`src/design/fpa_pkg.sv`:
```
`timescale 1ns / 1ps
`default_nettype none

package fpa_pkg;

    localparam int FRACTION_BITS = 8;
    localparam int WORD_BITS     = 32;
    localparam int MUL_LAT       = 3;

    typedef enum logic [3:0] {
        OP_ADD  = 4'd0,
        OP_SUB  = 4'd1,
        OP_MUL  = 4'd2,
        OP_DIV  = 4'd3,
        OP_GT   = 4'd4,
        OP_LT   = 4'd5,
        OP_GE   = 4'd6,
        OP_LE   = 4'd7,
        OP_EQ   = 4'd8,
        OP_NE   = 4'd9,
        OP_MIN  = 4'd10,
        OP_MAX  = 4'd11,
        OP_INC  = 4'd12,
        OP_DEC  = 4'd13,
        OP_FINT = 4'd14,
        OP_TINT = 4'd15
    } t_op;

    // Control that rides along with each beat through the cell chain
    typedef struct packed {
        logic vld;
        t_op  op;
        logic cmp;
        logic dz;
        logic neg;
    } t_ctl;

endpackage

`default_nettype wire

```
`src/design/fpa_mul.sv`:
```
`timescale 1ns / 1ps
`default_nettype none

module fpa_mul #(
    parameter int W = fpa_pkg::WORD_BITS,
    parameter int F = fpa_pkg::FRACTION_BITS
) (
    input  wire logic         i_clk,
    input  wire logic [W-1:0] i_ma,
    input  wire logic [W-1:0] i_mb,
    input  wire logic         i_neg,
    output logic      [W-1:0] o_res
);

    localparam int H  = (W + 1) / 2;
    localparam int PW = 4 * H + F;

    logic [2*H-1:0] w_pa;
    logic [2*H-1:0] w_pb;
    logic [2*H-1:0] r_ll, r_lh, r_hl, r_hh;
    logic           r_neg1, r_neg2;
    logic [4*H-1:0] r_prod;
    logic [PW-1:0]  w_sgn;

    assign w_pa = (2*H)'(i_ma);
    assign w_pb = (2*H)'(i_mb);

    // partial products, one register level
    always_ff @(posedge i_clk) begin
        r_ll   <= w_pa[H-1:0]   * w_pb[H-1:0];
        r_lh   <= w_pa[H-1:0]   * w_pb[2*H-1:H];
        r_hl   <= w_pa[2*H-1:H] * w_pb[H-1:0];
        r_hh   <= w_pa[2*H-1:H] * w_pb[2*H-1:H];
        r_neg1 <= i_neg;
    end

    always_ff @(posedge i_clk) begin
        r_prod <= (4*H)'(r_ll) + ((4*H)'(r_lh) << H) + ((4*H)'(r_hl) << H)
                + ((4*H)'(r_hh) << (2*H));
        r_neg2 <= r_neg1;
    end

    // apply sign, drop the fraction bits
    assign w_sgn = r_neg2 ? (PW'(0) - PW'(r_prod)) : PW'(r_prod);

    always_ff @(posedge i_clk) begin
        o_res <= w_sgn[F +: W];
    end

endmodule

`default_nettype wire

```
`config.mk`:
```
export PLATFORM = sky130hd
export DESIGN_NAME = fpa_mul
export DESIGN_NICKNAME = d
export VERILOG_FILES = /design/src/design/fpa_pkg.sv /design/src/design/fpa_mul.sv
export SDC_FILE = /design/constraint.sdc
export NUM_CORES = 2
export LEC_CHECK = 0
export ABC_AREA = 1
export BUFFER_PORTS_ARGS = -buffer_cell sky130_fd_sc_hd__buf_2
export CORE_UTILIZATION = 60
export DETAILED_ROUTE_END_ITERATION = 7
export PLACE_DENSITY = 0.86
export SKIP_CTS_REPAIR_TIMING = 1
export SYNTH_ARGS = -nofsm -noshare
export SYNTH_HDL_FRONTEND = slang
export SYNTH_SLANG_ARGS = --single-unit
```
`constraint.sdc`:
```
create_clock -name i_clk -period 11.1 [get_ports i_clk]
set_clock_uncertainty 0.05 [all_clocks]
set_input_delay 1.665 -clock i_clk [delete_from_list [all_inputs] [get_ports i_clk]]
set_output_delay 1.665 -clock i_clk [all_outputs]
set_load 0.03 [all_outputs]
```
==> impl_metrics.env <==
export IMPL_crit_required_ps=11400
export IMPL_maxSlewHeadroom_pct=32.7
export IMPL_synth_cell_types=48
export IMPL_critPathLaunchType="primary input"
export IMPL_fin_crit_ps=6980
export IMPL_cts_htree_levels=4
export IMPL_worst_ep_arrival_time_ps=7280
export IMPL_worst_setup_hold_path_clk_slew_ps=80
export IMPL_gp_congestion=0.977
export IMPL_hpwl_um=62500
export IMPL_track_usage_pct=31.5
export IMPL_worst_pin_slew_ps=1010
export IMPL_cts_made_buffers=17
export IMPL_path_cells="buf_2 -> nand2_1 -> fa_1 -> inv_1 -> fa_1 -> inv_1 -> fa_1 -> inv_1 -> fa_1 -> fa_1 -> inv_1 -> fa_1 -> inv_1 -> ha_1 -> nand2_1 -> inv_1 -> a21oi_1 -> a21boi_1 -> nand3b_1 -> nand2_1 -> nand2_1 -> nand2_1"
export IMPL_outcome="finished clean"
export IMPL_min_path_type="reg -> reg"
export IMPL_layout_commonest_cell="inv_1"
export IMPL_final_cell_mix="inv_1 (1,155), nand2_1 (1,051), fa_1 (566)"
export IMPL_synth_cells=4033
export IMPL_grt_remaining_overflow=0
export IMPL_vias_per_cell=5.36
export IMPL_start_util_pct=61.2
export IMPL_setup_viol=0
export IMPL_coreArea_um2=50500
export IMPL_max_stage_delay_ps=660
export IMPL_totalWireLength_um=79200
export IMPL_n_fill_cell=4330
export IMPL_synth_edf_count=0
export IMPL_grt_pass1_vias=26311
export IMPL_max_freq_mhz=143
export IMPL_cts_sinks=162
export IMPL_final_seq_area_um2=3240
export IMPL_clockBufferDepth=2
export IMPL_synth_seq_cells=162
export IMPL_slew_viol_final=0
export IMPL_yosysSeqAreaShare_pct=10.5
export IMPL_ys_flop_type="dfxtp_1"
export IMPL_multiInputGateArea_um2=22700
export IMPL_setup_tns_ps=0
export IMPL_async_reset_ff_share_pct=0
export IMPL_ys_warn_count=0
export IMPL_grt_pass1_wl_um=131000
export IMPL_io_pins=98
export IMPL_maxCapViolCount=0
export IMPL_die_h_um=229
export IMPL_place_area_um2=31700
export IMPL_antenna_found_initial=1
export IMPL_slowest_stage="buf_2"
export IMPL_synth_nets=4945
export IMPL_cp_end_kind="register"
export IMPL_wl_per_cell_um=16.9
export IMPL_critPathKind="in -> reg"
export IMPL_nets=4914
export IMPL_period_share_pct=62.9
export IMPL_hold_violations=0
export IMPL_vias=25104
export IMPL_cts_tree="done"
export IMPL_postLayoutCoreUtil_pct=64.0
export IMPL_port_buffers=97
export IMPL_drt_iter0_markers=2077
export IMPL_cp_max_fo=32
export IMPL_drtAntennaViolNets=0
export IMPL_firstDrtPassIters=6
export IMPL_drive_gt1_share_pct=4.09
export IMPL_syn_area_per_cell_um2=7.67
export IMPL_areaGrowthSynthToFinish_pct=4.56
export IMPL_rows=82
export IMPL_clk_latency_ps=460
export IMPL_design_area_um2=32300
export IMPL_drc_errors=0
export IMPL_rsz0062_at_grt="no"
export IMPL_dieArea_um2=52400
export IMPL_grt_max_degree=33
export IMPL_synth_area_um2=30900
export IMPL_clock_root_buffer="clkbuf_16"
export IMPL_die_x_um=229
==> worst paths after layout <==
kind                 start         end  slack (ps)  cells past startpoint
setup / recovery   i_ma[7]    r_ll[31]        4120                     22
hold / removal    r_ll[13]  r_prod[13]         280                      0
setup reg to reg  r_ll[17]  r_prod[39]        8120                     11
hold reg to reg   r_ll[13]  r_prod[13]         280                      0
==> per-stage QoR <==
stage	setup slack (ps)	std cells	hold slack, ps
6_report	4120	4687	277
5_1_grt	3890	4687	279
3_5_place_dp	3750	4655	263
2_1_floorplan	4370	4033	260
3_3_place_gp	3830	4655	261
4_1_cts	4220	4686	278
==> cell type report <==
type	count	share of cell area [%]
Antenna cell	1	0.00774
Clock buffer	18	1.36
Clock inverter	13	0.615
Inverter	1158	13.4
Multi-Input combinational cell	2562	70.3
Sequential cell	162	10.0
Tap cell	672	2.60
Timing Repair Buffer	101	1.59
==> synthesized netlist by cell type, types with 2 or more instances <==
library cell	number	area (µm²)
xnor2_1	42	368
or2_2	3	18.8
a21oi_1	106	531
nor4_1	6	37.5
nor2_2	3	18.8
a21o_1	12	90.1
nand3b_1	8	60.1
a21boi_1	2	15.0
nor2_4	2	22.5
nand4_1	36	225
o21ai_0	60	300
a21boi_0	8	60.1
xor2_1	87	762
buf_1	14	52.6
inv_1	1155	4340
o211ai_1	3	22.5
clkbuf_1	121	454
inv_2	3	11.3
o21ai_2	4	35.0
nand2b_1	2	12.5
ha_1	280	3500
a21oi_2	3	26.3
a31oi_1	5	31.3
fa_1	566	11300
or2_1	2	12.5
nor2_1	129	484
nand2_1	1051	3950
dfxtp_1	162	3240
buf_2	16	80.1
o21a_1	2	15.0
o21ai_1	7	35.0
o31ai_1	3	22.5
nand3_1	93	465
nand2_4	2	22.5
o21bai_1	6	45.0
nor3_1	15	75.1
nand2_2	3	18.8
==> state kept, by name, indices dropped and copies added, names as in the netlist <==
signal	flops
r_ll	32
r_hh	8
r_neg2	1
r_prod	40
o_res	32
r_hl	24
r_lh	24
r_neg1	1
==> metal layers <==
metal  global-route usage (%)  wire [µm]  vias up
met3                     4.72       7040      205
li1                         -          -    11515
met1                     41.0      31200    12138
met2                     52.7      37500     1246
met5                        0          0        -
met4                     13.1       3420        0
==> kinds of logic (layout without fill, tap and decap cells) <==
family	Yosys count	in the layout	share of synthesized area, %
compound gates	228	228	4.25
simple gates	1359	1359	17.7
buf+inv	1309	1290	16.0
fa+ha+maj	846	846	48.0
flops	162	162	10.5
xor+xnor	129	129	3.65
other cells	0	1	0
==> critical path, delay by kind of cell <==
family / cells / cell delay (ps)
adder cells (fa/ha/maj): 7 / 3360
buffers and inverters: 7 / 950
AO/OA/AOI/OAI: 2 / 560
AND/OR/NAND/NOR: 6 / 710
Power is not shown: default switching activity piles up to over one toggle a cycle in this logic, so the estimate is an artifact.
