<file path="src/design/fpa_pkg.sv">
`timescale 1ns / 1ps
`default_nettype none

package fpa_pkg;

    localparam int FRACTION_BITS = 8;
    localparam int WORD_BITS     = 32;
    localparam int MUL_LAT       = 3;

    typedef enum logic [3:0] {
        OP_ADD  = 4'd0,
        OP_SUB  = 4'd1,
        OP_MUL  = 4'd2,
        OP_DIV  = 4'd3,
        OP_GT   = 4'd4,
        OP_LT   = 4'd5,
        OP_GE   = 4'd6,
        OP_LE   = 4'd7,
        OP_EQ   = 4'd8,
        OP_NE   = 4'd9,
        OP_MIN  = 4'd10,
        OP_MAX  = 4'd11,
        OP_INC  = 4'd12,
        OP_DEC  = 4'd13,
        OP_FINT = 4'd14,
        OP_TINT = 4'd15
    } t_op;

    // Control that rides along with each beat through the cell chain
    typedef struct packed {
        logic vld;
        t_op  op;
        logic cmp;
        logic dz;
        logic neg;
    } t_ctl;

endpackage

`default_nettype wire

</file>
<file path="src/design/fpa_div_cell.sv">
`timescale 1ns / 1ps
`default_nettype none

module fpa_div_cell #(
    parameter int W = fpa_pkg::WORD_BITS,
    parameter int N = fpa_pkg::WORD_BITS + fpa_pkg::FRACTION_BITS
) (
    input  wire logic         i_clk,
    input  wire logic         i_rst_n,
    input  wire fpa_pkg::t_ctl i_ctl,
    input  wire logic [W-1:0] i_res,
    input  wire logic [N-1:0] i_dvd,
    input  wire logic [W-1:0] i_dsr,
    input  wire logic [W-1:0] i_rem,
    input  wire logic [W-1:0] i_quo,
    input  wire logic         i_ld,
    input  wire logic [W-1:0] i_ld_res,
    output fpa_pkg::t_ctl     o_ctl,
    output logic      [W-1:0] o_res,
    output logic      [N-1:0] o_dvd,
    output logic      [W-1:0] o_dsr,
    output logic      [W-1:0] o_rem,
    output logic      [W-1:0] o_quo
);

    logic [W:0] w_trial;
    logic [W:0] w_diff;
    logic       w_ge;

    // one restoring step: bring down the next dividend bit
    assign w_trial = {i_rem, i_dvd[N-1]};
    assign w_diff  = w_trial - {1'b0, i_dsr};
    assign w_ge    = (w_trial >= {1'b0, i_dsr});

    always_ff @(posedge i_clk) begin
        if (!i_rst_n) begin
            o_ctl <= '0;
        end else begin
            o_ctl <= i_ctl;
        end
    end

    always_ff @(posedge i_clk) begin
        o_res <= i_ld ? i_ld_res : i_res;
        o_dvd <= {i_dvd[N-2:0], 1'b0};
        o_dsr <= i_dsr;
        o_rem <= w_ge ? w_diff[W-1:0] : w_trial[W-1:0];
        o_quo <= {i_quo[W-2:0], w_ge};
    end

endmodule

`default_nettype wire

</file>
<file path="config.mk">
export PLATFORM = sky130hd
export DESIGN_NAME = fpa_div_cell
export DESIGN_NICKNAME = d
export VERILOG_FILES = /design/src/design/fpa_pkg.sv /design/src/design/fpa_div_cell.sv
export SDC_FILE = /design/constraint.sdc
export NUM_CORES = 1
export LEC_CHECK = 0
export BUFFER_PORTS_ARGS = -buffer_cell sky130_fd_sc_hd__buf_2
export CAP_MARGIN = 5
export CORE_AREA = 2 2 151 153
export CTS_CLUSTER_DIAMETER = 100
export DETAILED_ROUTE_END_ITERATION = 6
export DIE_AREA = 0 0 153 155
export GPL_TIMING_DRIVEN = 0
export PLACE_DENSITY = 0.64
export SETUP_SLACK_MARGIN = 0.4
export SYNTH_ARGS = -nofsm -noshare
export SYNTH_HDL_FRONTEND = slang
export SYNTH_SLANG_ARGS = --single-unit
</file>
<file path="constraint.sdc">
create_clock -name i_clk -period 3 [get_ports i_clk]
set_input_delay 0.3 -clock i_clk [delete_from_list [all_inputs] [get_ports i_clk]]
set_output_delay 0.3 -clock i_clk [all_outputs]
set_load 0.03 [all_outputs]
</file>
==> metrics.md <==
| Metric | Value |
|---|---|
| N_diodes | `0` |
| Crit Path Max Fanout | `5` |
| Worst Tran Pin Value | `0.641 ns` |
| Min-delay src | `i_dsr[1]` |
| Vias per cell | `4.33` |
| Area growth, synth to finish | `73.3%` |
| Max Root-Sink Buffers | `2` |
| DRC | `0` |
| Vias in the first global route | `6301` |
| Setup total negative slack | `0 ns` |
| Max stage delay on crit path | `0.56 ns` |
| Worst hold path depth | `1` |
| Cell Area, Synth | `6150 sq um` |
| Commonest non-fill, non-tap cell in the layout | `buf_2` |
| Final Cycle Share | `86.4%` |
| Die Area | `23700 sq um` |
| Initial Util | `27.7%` |
| First-pass GRT wire length | `35500 um` |
| Synthesized flop and latch total | `175` |
| Final HPWL DP | `17700 um` |
| Pleak | `0.00519 uW` |
| Hold Path Sink | `o_dsr[1]` |
| Gp weighted congestion | `0.829` |
| Synth Warn # | `0` |
| Share of the yosys chip area belonging to registers | `57.0%` |
| Synth async-reset ratio | `0%` |
| Commonest register cell after synthesis | `dfxtp_1` |
| DR iter-0 viols | `289` |
| DR WL/cell | `17.1 um` |
| Syn nets | `810` |
| Peak supply drop | `329 uV` |
| Slew headroom | `57.0%` |
| Slew Limit Fails | `0` |
| Hold Slack | `0.0363 ns` |
| Largest net degree at the start of global routing | `22` |
| Hold WC Path Type | `input pin to register` |
| Initial antenna violation count | `2` |
| Fill cells | `2056` |
| RSZ-0062 raised after global routing | `true` |
| Core Area | `22200 sq um` |
| CTS Root Cell | `clkbuf_16` |
| Finished Core Util | `48.0%` |
| First-pass iteration count of the detailed router | `4` |
| Antenna Violating Nets Remaining | `0` |
| Final min period | `2.59 ns` |
| TritonCTS Sinks | `175` |
| Slowest cell on the critical path | `or4_4` |
| Yosys cell types | `50` |
| Top Ports | `387` |
| Vias after detailed routing | `6015` |
| Global-route usage over all layers | `19.5%` |
| Pre-CTS worst setup slack | `-0.559 ns` |
| H-tree Lvls | `4` |
| EDFF count, synth | `0` |
| Register clock-pin slew on the reported worst setup and hold paths | `0.07 ns` |
| CP required | `3.31 ns` |
| Die Y | `155 um` |
| DRT Wirelength | `23700 um` |
| Power per cell area | `615 nW/um^2` |
| Startpoint Class | `input pin` |
| Crit-path cells | `buf_6 > ha_4 > buf_6 > nand4_1 > or4_4 > a21oi_4 > nor3_4 > a211oi_2 > o21ai_2 > o31ai_4 > buf_6 > buf_8 > mux2_4` |
| Syn Inst Count | `566` |
| Final setup viols | `0` |
| Commonest cells after routing, fill and taps aside | `buf_2 (374), dfxtp_1 (175), dlygate4sd3_1 (101)` |
| Final Hold Viols | `0` |
| Status | `finished clean` |
| Final setup margin | `0.407 ns` |
| Share of layout cells above drive strength 1 | `47.9%` |
| FP Rows | `55` |
| CP most frequent cell | `buf_6` |
| CP arrival | `2.91 ns` |
| Die X-Extent | `153 um` |
| Final net count | `1334` |
| Avg Cell Area, Syn | `10.9 sq um` |
| CTS tree | `done` |
| Crit end category | `register` |
| Kind of critical path | `input pin to register` |
| Max Cap Viol | `0` |
| TritonCTS buffer count | `17` |
| Port Buf Inserts | `383` |
| Fmax | `386 MHz` |
| Total grt overflow | `0` |
[stage by stage]
stage,instances,instance area (sq um),total power [uW]
after global routing,1388,10700,6840
after CTS,1382,10500,6590
after global placement,1234,8590,4070
final,1388,10700,6550
after detailed placement,1234,8590,4080
after floorplan,566,6310,3570
[critical path, delay by kind of cell]
| kind | cells | cell delay [ns] |
|---|---|---|
| fa+ha+maj | 1 | 0.25 |
| mux | 1 | 0.30 |
| buf+inv | 4 | 0.51 |
| compound gates | 4 | 0.77 |
| simple gates | 3 | 0.78 |
[where the power goes]
group          switching (uW)  internal, uW
Combinational             979           682
Sequential               47.8          2530
Clock                    1160          1160
Total                    2190          4370
[cell usage after synthesis (all sizes together), types with 8 or more instances]
cell | number | area [sq um]
buf | 15 | 81.3
xnor2 | 15 | 131
mux2 | 42 | 473
o21ai | 18 | 93.8
xor2 | 12 | 105
nand3 | 8 | 40.0
a21o | 12 | 90.1
nor2 | 35 | 131
nand2 | 26 | 97.6
a21oi | 56 | 280
nand4 | 8 | 50.1
inv | 38 | 143
clkbuf | 8 | 31.3
ha | 32 | 400
dfxtp | 175 | 3500
and2 | 10 | 62.6
[timing repair]
item / 4_1_cts / 5_1_grt
endpoints found under the hold margin: 101 / 0
pin swaps: 10 / 11
setup buffers: 14 / 6
hold buffers: 101 / 0
cloned: 1 / 0
setup endpoints to repair: 33 / 32
resized for setup: 41 / 28
[state kept, by name, summed over array words and instances, names as in the netlist]
name,flops
o_dsr,32
o_res,32
o_quo,32
o_dvd,39
o_ctl,8
o_rem,32
[cell type report]
cell class,instances,area (sq um),share of cell area (%)
clock inverter,15,209,1.96
tap,285,357,3.35
timing repair buffer,505,3170,29.8
clock buffer,17,425,3.99
inverter,38,160,1.50
multi-input combinational,330,2640,24.8
sequential,175,3500,32.9
buffer,23,193,1.81
[worst max path at each step]
stage	from	slack, ns	cells past startpoint	endpoint
global placement	i_dsr[7]	-0.56	14	o_rem[9]
global route	i_dsr[18]	0.30	14	o_rem[7]
CTS	i_dsr[18]	0.34	14	o_rem[7]
detailed placement	i_dsr[7]	-0.56	14	o_rem[9]
floorplan	i_dsr[7]	0.18	12	o_rem[13]
finish	i_rem[17]	0.41	13	o_rem[13]
[logic make-up after synthesis]
group / share of synthesized area [%]
other: 0.0610
DFF: 57.0
and+or+nand+nor: 8.38
xor gates and xnor gates: 3.85
AOI/OAI and AO/OA: 11.9
buffers and inverters: 4.15
adders and majority gates: 6.84
muxes: 7.85
[metal layers]
layer / global-route usage [%] / share of wire [%]
met1: 21.8 / 40
met2: 34.9 / 50
met3: 6.52 / 7.0
met4: 6.70 / 2.5
met5: 0 / 0.11
Power figures use the tool's default switching activity.
